==> src/sv/sawlc_pkg.sv <==
package sawlc_pkg;

	localparam int DefNumSets = 2;
	localparam int DefNumWays = 4;
	localparam int DefWordsPerLine = 2;

	localparam logic [1:0] OP_READ = 2'd0;
	localparam logic [1:0] OP_WRITE = 2'd1;
	localparam logic [1:0] OP_FILL = 2'd2;
	localparam logic [1:0] OP_FLUSH = 2'd3;

	localparam logic [2:0] KIND_READ = 3'd0;
	localparam logic [2:0] KIND_WRITE = 3'd1;
	localparam logic [2:0] KIND_FETCH = 3'd2;
	localparam logic [2:0] KIND_WB = 3'd3;
	localparam logic [2:0] KIND_REJECT = 3'd4;

	// Request word layout, highest bit first
	typedef struct packed {
		logic [31:0] fill_word_high;
		logic [31:0] fill_word_low;
		logic [31:0] write_value;
		logic [31:0] address;
		logic [1:0]  op;
	} req_t;

endpackage

==> src/sv/sawlc_emit.sv <==
// Output register: queues a run of identical result words and drains them.
module sawlc_emit
	import sawlc_pkg::*;
#(
	parameter int CntW = 5
) (
	input  logic            clk,
	input  logic            arst_n,
	input  logic            load,
	input  logic [2:0]      load_kind,
	input  logic [CntW-1:0] load_cnt,
	output logic            busy,
	output logic            m_axis_tvalid,
	input  logic            m_axis_tready,
	output logic [7:0]      m_axis_tdata
);

	logic [CntW-1:0] cnt_q;
	logic [2:0]      kind_q;

	assign busy = (cnt_q != '0);
	assign m_axis_tvalid = busy;
	assign m_axis_tdata = {5'd0, kind_q};

	// Load a run, or count down as words are taken
	always_ff @(posedge clk or negedge arst_n) begin
		if (!arst_n) begin
			cnt_q <= '0;
			kind_q <= KIND_READ;
		end else if (load) begin
			cnt_q <= load_cnt;
			kind_q <= load_kind;
		end else if (busy && m_axis_tready) begin
			cnt_q <= cnt_q - 1'b1;
		end
	end

endmodule

==> src/sv/set_assoc_writeback_lru_cache.sv <==
// Set-associative write-back, write-allocate data cache with LRU replacement.
// Input channel s_axis_*: one request word per handshake (read, write, fill
// for the pending miss, flush). Output channel m_axis_*: result kinds, one per
// word: read data, write done, fetch request, writeback word, rejected.
// Each request is taken and the set's tags are read from the tag memory, then
// the set is evaluated and updated the next cycle. A fill is answered at once.
// A miss emits writeback words for a dirty victim, then one fetch request,
// and the block waits for a fill request.
// A flush walks every line and, for each dirty line, pauses while its
// writeback words drain.
// Results leave through a counting output register; a new request is taken
// only once the previous results have all been delivered, so a stalled
// receiver holds the block. Reset clears valid and dirty bits and sets each
// set's recency ranks to the way numbers; no clearing pass is needed.
// Line data and tags are undefined until written.
module set_assoc_writeback_lru_cache
	import sawlc_pkg::*;
#(
	parameter int NUM_SETS = DefNumSets,
	parameter int NUM_WAYS = DefNumWays,
	parameter int WORDS_PER_LINE = DefWordsPerLine
) (
	input  logic         clk,
	input  logic         arst_n,
	input  logic         s_axis_tvalid,
	output logic         s_axis_tready,
	// op[1:0], address[33:2], write_value[65:34], fill_word_low[97:66],
	// fill_word_high[129:98], zero pad
	input  logic [135:0] s_axis_tdata,
	output logic         m_axis_tvalid,
	input  logic         m_axis_tready,
	// kind[2:0], zero pad
	output logic [7:0]   m_axis_tdata
);

	localparam int SetW  = (NUM_SETS > 1) ? $clog2(NUM_SETS) : 1;
	localparam int WayW  = (NUM_WAYS > 1) ? $clog2(NUM_WAYS) : 1;
	localparam int WordW = (WORDS_PER_LINE > 1) ? $clog2(WORDS_PER_LINE) : 1;
	localparam int SetB  = (NUM_SETS > 1) ? $clog2(NUM_SETS) : 0;
	localparam int WayB  = (NUM_WAYS > 1) ? $clog2(NUM_WAYS) : 0;
	localparam int WordB = (WORDS_PER_LINE > 1) ? $clog2(WORDS_PER_LINE) : 0;
	localparam int TagLo = 2 + WordB + SetB;
	localparam int TagW  = 32 - TagLo;
	localparam int LineW = (NUM_SETS * NUM_WAYS > 1) ? $clog2(NUM_SETS * NUM_WAYS) : 1;
	localparam int DataW = (NUM_SETS * NUM_WAYS * WORDS_PER_LINE > 1) ?
		$clog2(NUM_SETS * NUM_WAYS * WORDS_PER_LINE) : 1;
	localparam int CntW  = $clog2(WORDS_PER_LINE + 2) + 1;

	localparam logic [1:0] ST_IDLE  = 2'd0;
	localparam logic [1:0] ST_EVAL  = 2'd1;
	localparam logic [1:0] ST_FLUSH = 2'd2;

	typedef logic [TagW-1:0] tag_t;
	typedef logic [WayW-1:0] rank_t;

	req_t req;
	assign req = req_t'(s_axis_tdata[129:0]);

	// Tag memory with one row per set, and a flat data memory
	tag_t        tag_mem [NUM_SETS][NUM_WAYS];
	logic [31:0] data_mem [NUM_SETS * NUM_WAYS * WORDS_PER_LINE];
	tag_t        tag_rd_s1 [NUM_WAYS];

	// Flag and rank state
	logic [NUM_WAYS-1:0] valid_q [NUM_SETS];
	logic [NUM_WAYS-1:0] dirty_q [NUM_SETS];
	rank_t               rank_q  [NUM_SETS][NUM_WAYS];

	logic [1:0]       state_q;
	logic             pend_q;
	logic             pend_wr_q;
	logic [31:0]      pend_addr_q;
	logic [31:0]      pend_val_q;
	logic [WayW-1:0]  pend_way_q;
	req_t             req_s1;
	logic [LineW-1:0] flush_idx_q;

	logic            emit_busy;
	logic            emit_load;
	logic [2:0]      emit_kind;
	logic [CntW-1:0] emit_cnt;

	sawlc_emit #(.CntW(CntW)) u_emit (
		.clk(clk), .arst_n(arst_n), .load(emit_load), .load_kind(emit_kind),
		.load_cnt(emit_cnt), .busy(emit_busy), .m_axis_tvalid(m_axis_tvalid),
		.m_axis_tready(m_axis_tready), .m_axis_tdata(m_axis_tdata)
	);

	// Fetch request pending behind the writeback words of a miss
	logic pre_wb_q;

	assign s_axis_tready = (state_q == ST_IDLE) && !emit_busy && !pre_wb_q;
	logic accept;
	assign accept = s_axis_tvalid && s_axis_tready;

	logic [SetW-1:0] in_set, ev_set, pend_set;
	always_comb begin
		in_set = '0;
		ev_set = '0;
		pend_set = '0;
		if (NUM_SETS > 1) begin
			in_set = SetW'(req.address >> (2 + WordB));
			ev_set = SetW'(req_s1.address >> (2 + WordB));
			pend_set = SetW'(pend_addr_q >> (2 + WordB));
		end
	end

	// Read the set's tags
	always_ff @(posedge clk) begin
		if (accept) begin
			for (int w = 0; w < NUM_WAYS; w++) tag_rd_s1[w] <= tag_mem[in_set][w];
			req_s1 <= req;
		end
	end

	// Evaluate hit and victim
	logic            hit;
	logic [WayW-1:0] hit_way, pick;
	logic            any_free;
	logic [WayW-1:0] free_way, lru_way;
	always_comb begin
		hit = 1'b0;
		hit_way = '0;
		any_free = 1'b0;
		free_way = '0;
		lru_way = '0;
		for (int w = NUM_WAYS - 1; w >= 0; w--) begin
			if (valid_q[ev_set][w] && tag_rd_s1[w] == tag_t'(req_s1.address >> TagLo)) begin
				hit = 1'b1;
				hit_way = WayW'(w);
			end
			if (!valid_q[ev_set][w]) begin
				any_free = 1'b1;
				free_way = WayW'(w);
			end
			if (rank_q[ev_set][w] == rank_t'(NUM_WAYS - 1)) lru_way = WayW'(w);
		end
		pick = any_free ? free_way : lru_way;
	end

	logic [WordW-1:0] ev_word, pend_word;
	always_comb begin
		ev_word = '0;
		pend_word = '0;
		if (WORDS_PER_LINE > 1) begin
			ev_word = WordW'(req_s1.address >> 2);
			pend_word = WordW'(pend_addr_q >> 2);
		end
	end

	// Touch a way: age younger ranks, make it most recent
	logic            touch_en;
	logic [SetW-1:0] touch_set;
	logic [WayW-1:0] touch_way;

	logic fill_go, ev_go, miss_dirty;
	assign fill_go = accept && req.op == OP_FILL && pend_q;
	assign ev_go = (state_q == ST_EVAL);
	assign miss_dirty = !hit && !any_free && dirty_q[ev_set][pick];

	always_comb begin
		touch_en = 1'b0;
		touch_set = ev_set;
		touch_way = hit_way;
		if (fill_go) begin
			touch_en = 1'b1;
			touch_set = pend_set;
			touch_way = pend_way_q;
		end else if (ev_go && !pend_q && hit && req_s1.op != OP_FLUSH) begin
			touch_en = 1'b1;
		end
	end

	logic flush_dirty;
	logic [SetW-1:0] fl_set;
	logic [WayW-1:0] fl_way;
	always_comb begin
		fl_set = '0;
		fl_way = '0;
		if (NUM_SETS > 1) fl_set = SetW'(flush_idx_q >> WayB);
		if (NUM_WAYS > 1) fl_way = WayW'(flush_idx_q);
		flush_dirty = dirty_q[fl_set][fl_way];
	end

	// Control, flags and ranks
	always_ff @(posedge clk or negedge arst_n) begin
		if (!arst_n) begin
			state_q <= ST_IDLE;
			pend_q <= 1'b0;
			pend_wr_q <= 1'b0;
			pend_addr_q <= '0;
			pend_val_q <= '0;
			pend_way_q <= '0;
			pre_wb_q <= 1'b0;
			flush_idx_q <= '0;
			for (int s = 0; s < NUM_SETS; s++) begin
				valid_q[s] <= '0;
				dirty_q[s] <= '0;
				for (int w = 0; w < NUM_WAYS; w++) rank_q[s][w] <= rank_t'(w);
			end
		end else begin
			if (touch_en) begin
				for (int w = 0; w < NUM_WAYS; w++)
					if (rank_q[touch_set][w] < rank_q[touch_set][touch_way])
						rank_q[touch_set][w] <= rank_q[touch_set][w] + 1'b1;
				rank_q[touch_set][touch_way] <= '0;
			end
			if (pre_wb_q && !emit_busy) pre_wb_q <= 1'b0;
			if (fill_go) begin
				valid_q[pend_set][pend_way_q] <= 1'b1;
				dirty_q[pend_set][pend_way_q] <= pend_wr_q;
				pend_q <= 1'b0;
			end
			unique case (state_q)
				ST_IDLE: begin
					if (accept && req.op != OP_FILL) begin
						if (!pend_q && req.op == OP_FLUSH) begin
							state_q <= ST_FLUSH;
							flush_idx_q <= '0;
						end else begin
							state_q <= ST_EVAL;
						end
					end
				end
				ST_EVAL: begin
					state_q <= ST_IDLE;
					if (!pend_q && !hit) begin
						valid_q[ev_set][pick] <= 1'b0;
						dirty_q[ev_set][pick] <= 1'b0;
						pend_q <= 1'b1;
						pend_wr_q <= (req_s1.op == OP_WRITE);
						pend_addr_q <= req_s1.address;
						pend_val_q <= req_s1.write_value;
						pend_way_q <= pick;
						pre_wb_q <= miss_dirty;
					end else if (!pend_q && req_s1.op == OP_WRITE) begin
						dirty_q[ev_set][hit_way] <= 1'b1;
					end
				end
				ST_FLUSH: begin
					if (!emit_busy) begin
						if (flush_idx_q == LineW'(NUM_SETS * NUM_WAYS - 1)) state_q <= ST_IDLE;
						else flush_idx_q <= flush_idx_q + 1'b1;
					end
				end
				default: state_q <= ST_IDLE;
			endcase
		end
	end

	// Result loading
	always_comb begin
		emit_load = 1'b0;
		emit_kind = KIND_READ;
		emit_cnt = CntW'(1);
		if (fill_go) begin
			emit_load = 1'b1;
			emit_kind = pend_wr_q ? KIND_WRITE : KIND_READ;
		end else if (pre_wb_q && !emit_busy) begin
			emit_load = 1'b1;
			emit_kind = KIND_FETCH;
		end else if (ev_go) begin
			emit_load = 1'b1;
			if (pend_q) emit_kind = KIND_REJECT;
			else if (hit) emit_kind = (req_s1.op == OP_WRITE) ? KIND_WRITE : KIND_READ;
			else if (miss_dirty) begin
				emit_kind = KIND_WB;
				emit_cnt = CntW'(WORDS_PER_LINE);
			end else emit_kind = KIND_FETCH;
		end else if (state_q == ST_FLUSH && !emit_busy && flush_dirty) begin
			emit_load = 1'b1;
			emit_kind = KIND_WB;
			emit_cnt = CntW'(WORDS_PER_LINE);
		end
	end

	// Memory writes: fill line, store on write hit
	always_ff @(posedge clk) begin
		if (fill_go) begin
			tag_mem[pend_set][pend_way_q] <= tag_t'(pend_addr_q >> TagLo);
			for (int i = 0; i < WORDS_PER_LINE; i++)
				data_mem[DataW'(((int'(pend_set) * NUM_WAYS + int'(pend_way_q))
					* WORDS_PER_LINE) + i)]
					<= (pend_wr_q && i == int'(pend_word)) ? pend_val_q :
					   (i == 0) ? req.fill_word_low : (i == 1) ? req.fill_word_high : 32'd0;
		end else if (ev_go && !pend_q && hit && req_s1.op == OP_WRITE) begin
			data_mem[DataW'(((int'(ev_set) * NUM_WAYS + int'(hit_way)) * WORDS_PER_LINE)
				+ int'(ev_word))] <= req_s1.write_value;
		end
	end

endmodule

==> config.mk <==
export PLATFORM = sky130hd
export DESIGN_NAME = set_assoc_writeback_lru_cache
export DESIGN_NICKNAME = d
export VERILOG_FILES = /design/src/sv/sawlc_pkg.sv /design/src/sv/sawlc_emit.sv /design/src/sv/set_assoc_writeback_lru_cache.sv
export SDC_FILE = /design/constraint.sdc
export NUM_CORES = 1
export LEC_CHECK = 0
export BUFFER_PORTS_ARGS = -buffer_cell sky130_fd_sc_hd__clkbuf_2
export CAP_MARGIN = 20
export CORE_MARGIN = 5
export CORE_UTILIZATION = 52
export DETAILED_ROUTE_END_ITERATION = 10
export GPL_TIMING_DRIVEN = 1
export PLACE_DENSITY = 0.78
export SLEW_MARGIN = 20
export SYNTH_ARGS = -nofsm -noshare
export SYNTH_HDL_FRONTEND = slang
export SYNTH_SLANG_ARGS = --single-unit
==> constraint.sdc <==
create_clock -name clk -period 8.1 [get_ports clk]
set_input_delay 1.215 -clock clk [delete_from_list [all_inputs] [get_ports clk]]
set_output_delay 1.215 -clock clk [all_outputs]
set_load 0.02 [all_outputs]
# [After elaboration in Yosys (flattened, before gate mapping)]
# Memories as Yosys holds them, arrays and structs flattened.
# Cells that the tools add are included.
[word_totals] regBits=114 latch_bits=0 ramBits=336 output_inout_bits=10 romBits=0 mem_count=2
[memory_table] name="tag_mem" words=2 width=112 read_ports=1 rd_ports_with_merged_regs=0 wr=1 line="set_assoc_writeback_lru_cache.sv:60" rtl="tag_t tag_mem [NUM_SETS][NUM_WAYS];"
[memory_table] name="tag_rd_s1" words=4 width=28 read_ports=4 rd_ports_with_merged_regs=0 wr=4 line="set_assoc_writeback_lru_cache.sv:62" rtl="tag_t tag_rd_s1 [NUM_WAYS];"
[op_classes] n_reduce_logical=42 multipliers=0 add_sub_neg=6 eq_ne=21 n_shift=0 muxes=135 order_cmp=22 n_div=0 bitwise_logic=13
[op_table] op="two-way mux 16 bit" n=8
[op_table] op="two-way mux 8 bit" n=15
[op_table] op="equality test 28 bit" n=4
[op_table] op="two-way mux 112 bit" n=1
[op_table] op="bitwise mux 16 bit" n=4
[op_table] op="demux 28 bit (select 2 bit)" n=1
[op_table] op="two-way mux 2 bit" n=28
[op_table] op="two-way mux 4 bit" n=13
[op_table] op="demux 8 bit (select 1 bit)" n=5
[op_table] op="two-way mux 3 bit" n=13
[op_table] op="two-way mux 1 bit" n=32
[op_table] op="logical AND 1 bit" n=30
[op_table] op="two-way mux 28 bit" n=1
[op_table] op="AND 16 bit" n=1
[op_table] op="AND 8 bit" n=2
[op_table] op="NOT 16 bit" n=1
[op_table] op="OR 8 bit" n=2
[op_table] op="equality test 2 bit, second input constant" n=7
[op_table] op="demux 4 bit (select 1 bit)" n=3
[op_table] op="< comparator 2 x 3 -> 1 bit, second input constant" n=4
[op_table] op="inequality test 2 bit, second input constant" n=5
[op_table] op="adder 2 x 1 -> 2 bit, second input constant" n=4
[op_table] op="bitwise mux 8 bit" n=1
[op_table] op=">= comparator 2 bit, second input constant" n=4
[op_table] op="other kinds (27)" n=50

# [Longest topological paths before layout]
[depth] word_depth=28 ltp_mapped=15 mapped_depth_nobuf=13

# [By module]
# A second synthesis with hierarchy kept.
[unflattened] hier_cells=1196 area_unflattened_um2=18572.8
[modules_own_cells] module="set_assoc_writeback_lru_cache" cells_per_inst=1160 n_inst=1 seq_area_each_um2=12807.3 area_per_inst_um2=18203.7
[modules_own_cells] module="sawlc_emit" cells_per_inst=36 n_inst=1 seq_area_each_um2=150.1 area_per_inst_um2=369.1

# [Worst setup path before layout]
# No wires, ideal clock.
[synth_path] kind="register to register" start="reg u_emit.cnt_q[0]" end="reg dirty_q[4] (netlist bit)" required_ps=7973 t_arrival_ps=5981 setup_ps=127 stages_incl_launch_ff=10 period_less_slack_ps=6108 n_path_buf=0 setup_slack_ps=1992 cell_sequence="dfrtp_1 > inv_1 > ha_1 > ha_1 > nor4b_4 > and2_4 > nand4_4 > nor4_1 > mux2i_1 > o22ai_1"
[synth_between] elab_chain_cells=12
[synth_lines] element="from (decl)" line="sawlc_emit.sv:18" rtl="logic [CntW-1:0] cnt_q;"
[synth_lines] element="from (signal assigned)" line="sawlc_emit.sv:31" rtl="cnt_q <= load_cnt;"
[synth_lines] element="from (signal assigned)" line="sawlc_emit.sv:34" rtl="cnt_q <= cnt_q - 1'b1;"
[synth_lines] element="nonzero test 3 bit (*)" line="sawlc_emit.sv:21" rtl="assign busy = (cnt_q != '0);"
[synth_lines] element="logical NOT 1 bit (*)" line="set_assoc_writeback_lru_cache.sv:92" rtl="assign s_axis_tready = (state_q == ST_IDLE) && !emit_busy && !pre_wb_q;"
[synth_lines] element="logical AND 1 bit (*) (2 in a row)" line="set_assoc_writeback_lru_cache.sv:92"
[synth_lines] element="named net s_axis_tready" line="set_assoc_writeback_lru_cache.sv:26" rtl="output logic s_axis_tready,"
[synth_lines] element="logical AND 1 bit (*)" line="set_assoc_writeback_lru_cache.sv:94" rtl="assign accept = s_axis_tvalid && s_axis_tready;"
[synth_lines] element="named net accept" line="set_assoc_writeback_lru_cache.sv:93" rtl="logic accept;"
[synth_lines] element="logical AND 1 bit (*) (2 in a row)" line="set_assoc_writeback_lru_cache.sv:157" rtl="assign fill_go = accept && req.op == OP_FILL && pend_q;"
[synth_lines] element="two-way mux 8 bit (*)" line="set_assoc_writeback_lru_cache.sv:209" rtl="if (fill_go) begin"
[synth_lines] element="OR 8 bit (no source line)"
[synth_lines] element="two-way mux 8 bit" line="set_assoc_writeback_lru_cache.sv:236" rtl="end else if (!pend_q && req_s1.op == OP_WRITE) begin"
[synth_lines] element="two-way mux 8 bit" line="set_assoc_writeback_lru_cache.sv:227" rtl="if (!pend_q && !hit) begin"
[synth_lines] element="two-way mux 8 bit (*)" line="set_assoc_writeback_lru_cache.sv:214" rtl="unique case (state_q)"
[synth_lines] element="to (signal, indexed assignment)" line="set_assoc_writeback_lru_cache.sv:211" rtl="dirty_q[pend_set][pend_way_q] <= pend_wr_q;"
[synth_lines] element="to (decl)" line="set_assoc_writeback_lru_cache.sv:66" rtl="logic [NUM_WAYS-1:0] dirty_q [NUM_SETS];"
# The timed path passes the listed nets; every way through them passes the cells marked *.
# A chain may end at the register's enable or synchronous reset.

# [Final worst setup path]
[layout_path] start="reg u_emit.cnt_q[0]" end="reg rank_q[7] (netlist bit)"
[layout_between] elab_chain_cells=28
[layout_lines] element="nonzero test 3 bit (*)" line="sawlc_emit.sv:21"
[layout_lines] element="logical NOT 1 bit (*)" line="set_assoc_writeback_lru_cache.sv:92"
[layout_lines] element="logical AND 1 bit (*) (2 in a row)" line="set_assoc_writeback_lru_cache.sv:92"
[layout_lines] element="logical AND 1 bit (*)" line="set_assoc_writeback_lru_cache.sv:94"
[layout_lines] element="named net accept" line="set_assoc_writeback_lru_cache.sv:93"
[layout_lines] element="logical AND 1 bit (*) (2 in a row)" line="set_assoc_writeback_lru_cache.sv:157"
[layout_lines] element="two-way mux 1 bit" line="set_assoc_writeback_lru_cache.sv:165" rtl="if (fill_go) begin"
[layout_lines] element="NOT 1 -> 2 bit (implied by the code)" line="set_assoc_writeback_lru_cache.sv:204, set_assoc_writeback_lru_cache.sv:205, set_assoc_writeback_lru_cache.sv:206"
[layout_lines] element="(+11 left out)"
[layout_lines] element="two-way mux 16 bit" line="set_assoc_writeback_lru_cache.sv:202" rtl="if (touch_en) begin"
[layout_lines] element="bitwise mux 16 bit" line="set_assoc_writeback_lru_cache.sv:205" rtl="rank_q[touch_set][w] <= rank_q[touch_set][w] + 1'b1;"
[layout_lines] element="two-way mux 16 bit" line="set_assoc_writeback_lru_cache.sv:204" rtl="if (rank_q[touch_set][w] < rank_q[touch_set][touch_way])"
[layout_lines] element="two-way mux 16 bit" line="set_assoc_writeback_lru_cache.sv:202"
[layout_lines] element="bitwise mux 16 bit" line="set_assoc_writeback_lru_cache.sv:205"
[layout_lines] element="two-way mux 16 bit" line="set_assoc_writeback_lru_cache.sv:204"
[layout_lines] element="two-way mux 16 bit" line="set_assoc_writeback_lru_cache.sv:202"
[layout_lines] element="AND 16 bit (no source line)"
[layout_lines] element="to (signal, indexed assignment)" line="set_assoc_writeback_lru_cache.sv:205"
[layout_lines] element="to (decl)" line="set_assoc_writeback_lru_cache.sv:67" rtl="rank_t rank_q [NUM_SETS][NUM_WAYS];"
# The timed path passes the listed nets; every way through them passes the cells marked *. The select of a mux whose other input is x is not followed.

==> key figures <==
Floorplanning
  • Starting Density: 0.525
  • Core ar.: around 34000 sq um
  • FP Rows: 68
  • Die W: about 200 microns
  • Number of I/O pins: 150
  • Die area: ~39000 sq um
  • Die Ht: ~200 microns

Drt
  • Antenna Nets Post-Route: 0
  • DRT iter0 DRCs: around 900
  • Routed met2 length: 17.6 mm
  • Drt first pass iters: 5
  • DR DRC count: 0
  • Met3 WL: around 2.4 mm
  • Met1 Routed Length: approximately 16 mm
  • Via/cell ratio: 5.74
  • Total number of vias: 9384
  • Drt wl/cell: between 20 and 25 microns
  • Final wirelength: around 37 mm
  • Max layer used: met4

Global routing
  • First-pass GRT wire length: about 56 mm
  • Largest net degree at the start of global routing: 75
  • GR Overflow Total: 0
  • Vias in the first global route: roughly 9500
  • Gr usage total: 0.190
  • Initial antenna violation count: 0

Setup path
  • Critical Path End: rank_q[7]$_DFFE_PN0P_
  • Crit path from: u_emit.cnt_q[0]$_DFFE_PN0P_
  • Reg2reg setup slack: 3110 ps
  • Critical path type: reg -> reg
  • Worst reg2reg endpoint: rank_q[7]$_DFFE_PN0P_
  • Worst R2R Start: u_emit.cnt_q[0]$_DFFE_PN0P_
  • WP data required: ~8500 ps
  • Critical path data arrival time: around 5400 ps
  • Critical path's slowest cell: buf_4
  • CP delay by family, top: multiplexers
  • Critical path peak fanout: 74
  • Critical path capture point type: register
  • Most common cell type on the critical path: ha_1
  • FF-to-FF path depth: 14
  • Crit path largest cell delay: 730 ps
  • CP Depth: 14
  • Setup crit start kind: register
  • Cell Chain, Critical Path: inv_1 -> ha_1 -> ha_1 -> nor4b_4 -> and2_4 -> buf_4 -> nand4_4 -> a21oi_2 -> mux2_2 -> mux2_4 -> mux2i_4 -> a211o_1 -> nand2_1 -> a31o_2
  • Bufs and invs on worst path: 2

Clocking
  • CTS Buffer Depth: 3
  • Clock sink count: approximately 440
  • Post_cts resized: 0
  • CTS Buf Count: 44
  • Hold-fix buffer count after cts: 0
  • Clk_lat worst skew: 540 ps
  • CTS H-tree depth: 2
  • CTS tree: yes
  • Worst-path clk slew: ~60 ps
  • Post-CTS setup buffer count: 0
  • CTS Root Cell: clkbuf_16

Power
  • Leak: 6.86 nW
  • Pwr Total: ~0.0056 W
  • Peak supply drop: approximately 220 uV
  • Pwr/cell area: ~280 nW/um^2

STA
  • Min cycle time layout: 4990 ps
  • Setup violators final: 0
  • Final period utilization: 0.616
  • Worst relative slew slack: 0.305
  • Slew Limit Fails: 0
  • Fmax: ~200 MHz
  • Worst Tran Pin Value: ~1000 ps
  • RSZ-0062 raised after global routing: false
  • Clock skew: around 11 ps
  • Final Hold Viols: 0
  • Fin Setup TNS: 0 ps

Final layout
  • Multi-input logic area: roughly 4800 sq um
  • Fraction of layout cells with a size suffix above 1: 0.265
  • Synth-to-layout area growth: 10.7%
  • Filler Cell Count: about 2500
  • Fin nets: between 1000 and 1500
  • ANT cells: 0
  • Sequential cell area: roughly 13000 sq um
  • Fin area: 20000 sq um
  • Final core occ: 0.582

Yosys
  • Synthesized flop and latch total: approximately 440
  • Register area share after synthesis: 0.716
  • Synth top area share: 0.609
  • Commonest cells post-synth: edfxtp_1, mux2_2, dfrtp_1
  • Largest cells by area after synthesis: edfxtp_1, dfrtp_1, mux2_2
  • Post-Syn Area: around 18000 sq um
  • Async SR Flop Fraction: 0.173
  • Ys Warns: 0
  • Yosys top cell by area: edfxtp_1
  • Distinct cells, synth: 73
  • Mapped Avg Cell Area: around 16 sq um
  • Count leader, synth: edfxtp_1
  • Post-synth EDFFs: 367
  • Post-Syn Instances: between 1000 and 1500
  • Synth Flop Type: edfxtp_1

Placed design
  • Placer Congestion: 0.882
  • Placed Area: ~19000 sq um
  • DP Wirelength: 21.3 mm
  • IO Port Bufs: 39

Min path
  • Worst Hold Class: reg -> reg

Job
  • Max Cap Viol: 0

Status
  • Outcome: completed
-- layout by cell type (no fill, tap or decap), types with 17 or more instances in the layout --
| master | netlist | final |
|---|---|---|
| nand2_1 | 52 | 52 |
| clkbuf_2 | 0 | 37 |
| o21ai_0 | 29 | 29 |
| mux2_2 | 150 | 150 |
| nor2_1 | 40 | 36 |
| xor2_1 | 45 | 45 |
| nand4_1 | 19 | 19 |
| clkbuf_16 | 0 | 44 |
| xnor2_1 | 67 | 67 |
| dfrtp_1 | 69 | 69 |
| mux2i_1 | 17 | 17 |
| edfxtp_1 | 367 | 367 |
-- flip-flops by register name, indices dropped and copies added, names as in the netlist --
register,count
tag_mem,224
tag_rd_s1,112
req_s1,30
pend_addr_q,29
rank_q,16
dirty_q,8
valid_q,8
flush_idx_q,3
u_emit.cnt_q,3
u_emit.kind_q,3
pend_way_q,2
state_q,2
ev_set,1
pend_q,1
pend_wr_q,1
pre_wb_q,1
-- worst register-to-register path, stage by stage, from the launching register on --
cell and delay, ps:
dfrtp_1 380, inv_1 90, ha_1 160, ha_1 300
nor4b_4 320, and2_4 190, buf_4 730, nand4_4 300
a21oi_2 630, mux2_2 460, mux2_4 290, mux2i_4 450
a211o_1 240, nand2_1 100, a31o_2 240
-- logic make-up (layout without fill, tap and decap cells) --
group                    Yosys count  count (layout)  synth area share
other                              1               5          0.000207
adder cells (fa/ha/maj)            4               4           0.00277
AND/OR/NAND/NOR                  186             186            0.0544
multiplexers                     175             175             0.111
buffers and inverters             75             150            0.0210
XOR/XNOR                         112             112            0.0542
flip-flops                       444             444             0.716
AO/OA/AOI/OAI                    103             103            0.0403
-- metrics by stage --
stage | cells | hold WS (ps) | setup slack (ps)
2_1_floorplan | 1104 | 467 | 1990
3_3_place_gp | 1553 | 482 | 3120
3_5_place_dp | 1553 | 486 | 3060
4_1_cts | 1634 | 496 | 3040
5_1_grt | 1634 | 533 | 2750
6_report | 1634 | 494 | 3110
-- report_power, final --
group | leakage, nW | internal, W | switching [W]
sequential | 4.30 | 0.00285 | 0.000259
clock | 0.638 | 0.00104 | 0.000828
combinational | 1.91 | 0.000246 | 0.000351
total | 6.86 | 0.00414 | 0.00144
-- layout make-up --
cell class                 instances  area share
clock buffer                      62      0.0598
clock inverter                    19     0.00574
inverter                          16     0.00300
multi-input combinational        585       0.241
sequential                       444       0.647
tap                              455      0.0284
timing repair buffer              53      0.0152
-- per-layer routing --
layer,track usage,vias to the layer above
met1,0.269,4780
li1,-,4215
met4,0.0587,0
met5,0,-
met2,0.306,312
met3,0.0350,77
-- worst min path at each step --
| stage | cells past startpoint | start | slack, ps | endpoint |
|---|---|---|---|---|
| 2_1_floorplan | 2 | rank_q[1]$_DFFE_PN1P_ | 470 | rank_q[1]$_DFFE_PN1P_ |
| 3_3_place_gp | 2 | u_emit.kind_q[2]$_DFFE_PN0N_ | 480 | u_emit.kind_q[2]$_DFFE_PN0N_ |
| 3_5_place_dp | 2 | rank_q[1]$_DFFE_PN1P_ | 490 | rank_q[1]$_DFFE_PN1P_ |
| 4_1_cts | 2 | rank_q[1]$_DFFE_PN1P_ | 500 | rank_q[1]$_DFFE_PN1P_ |
| 5_1_grt | 2 | u_emit.kind_q[1]$_DFFE_PN0N_ | 530 | u_emit.kind_q[1]$_DFFE_PN0N_ |
| 6_report | 2 | rank_q[1]$_DFFE_PN1P_ | 490 | rank_q[1]$_DFFE_PN1P_ |
Power figures use the tool's default switching activity.
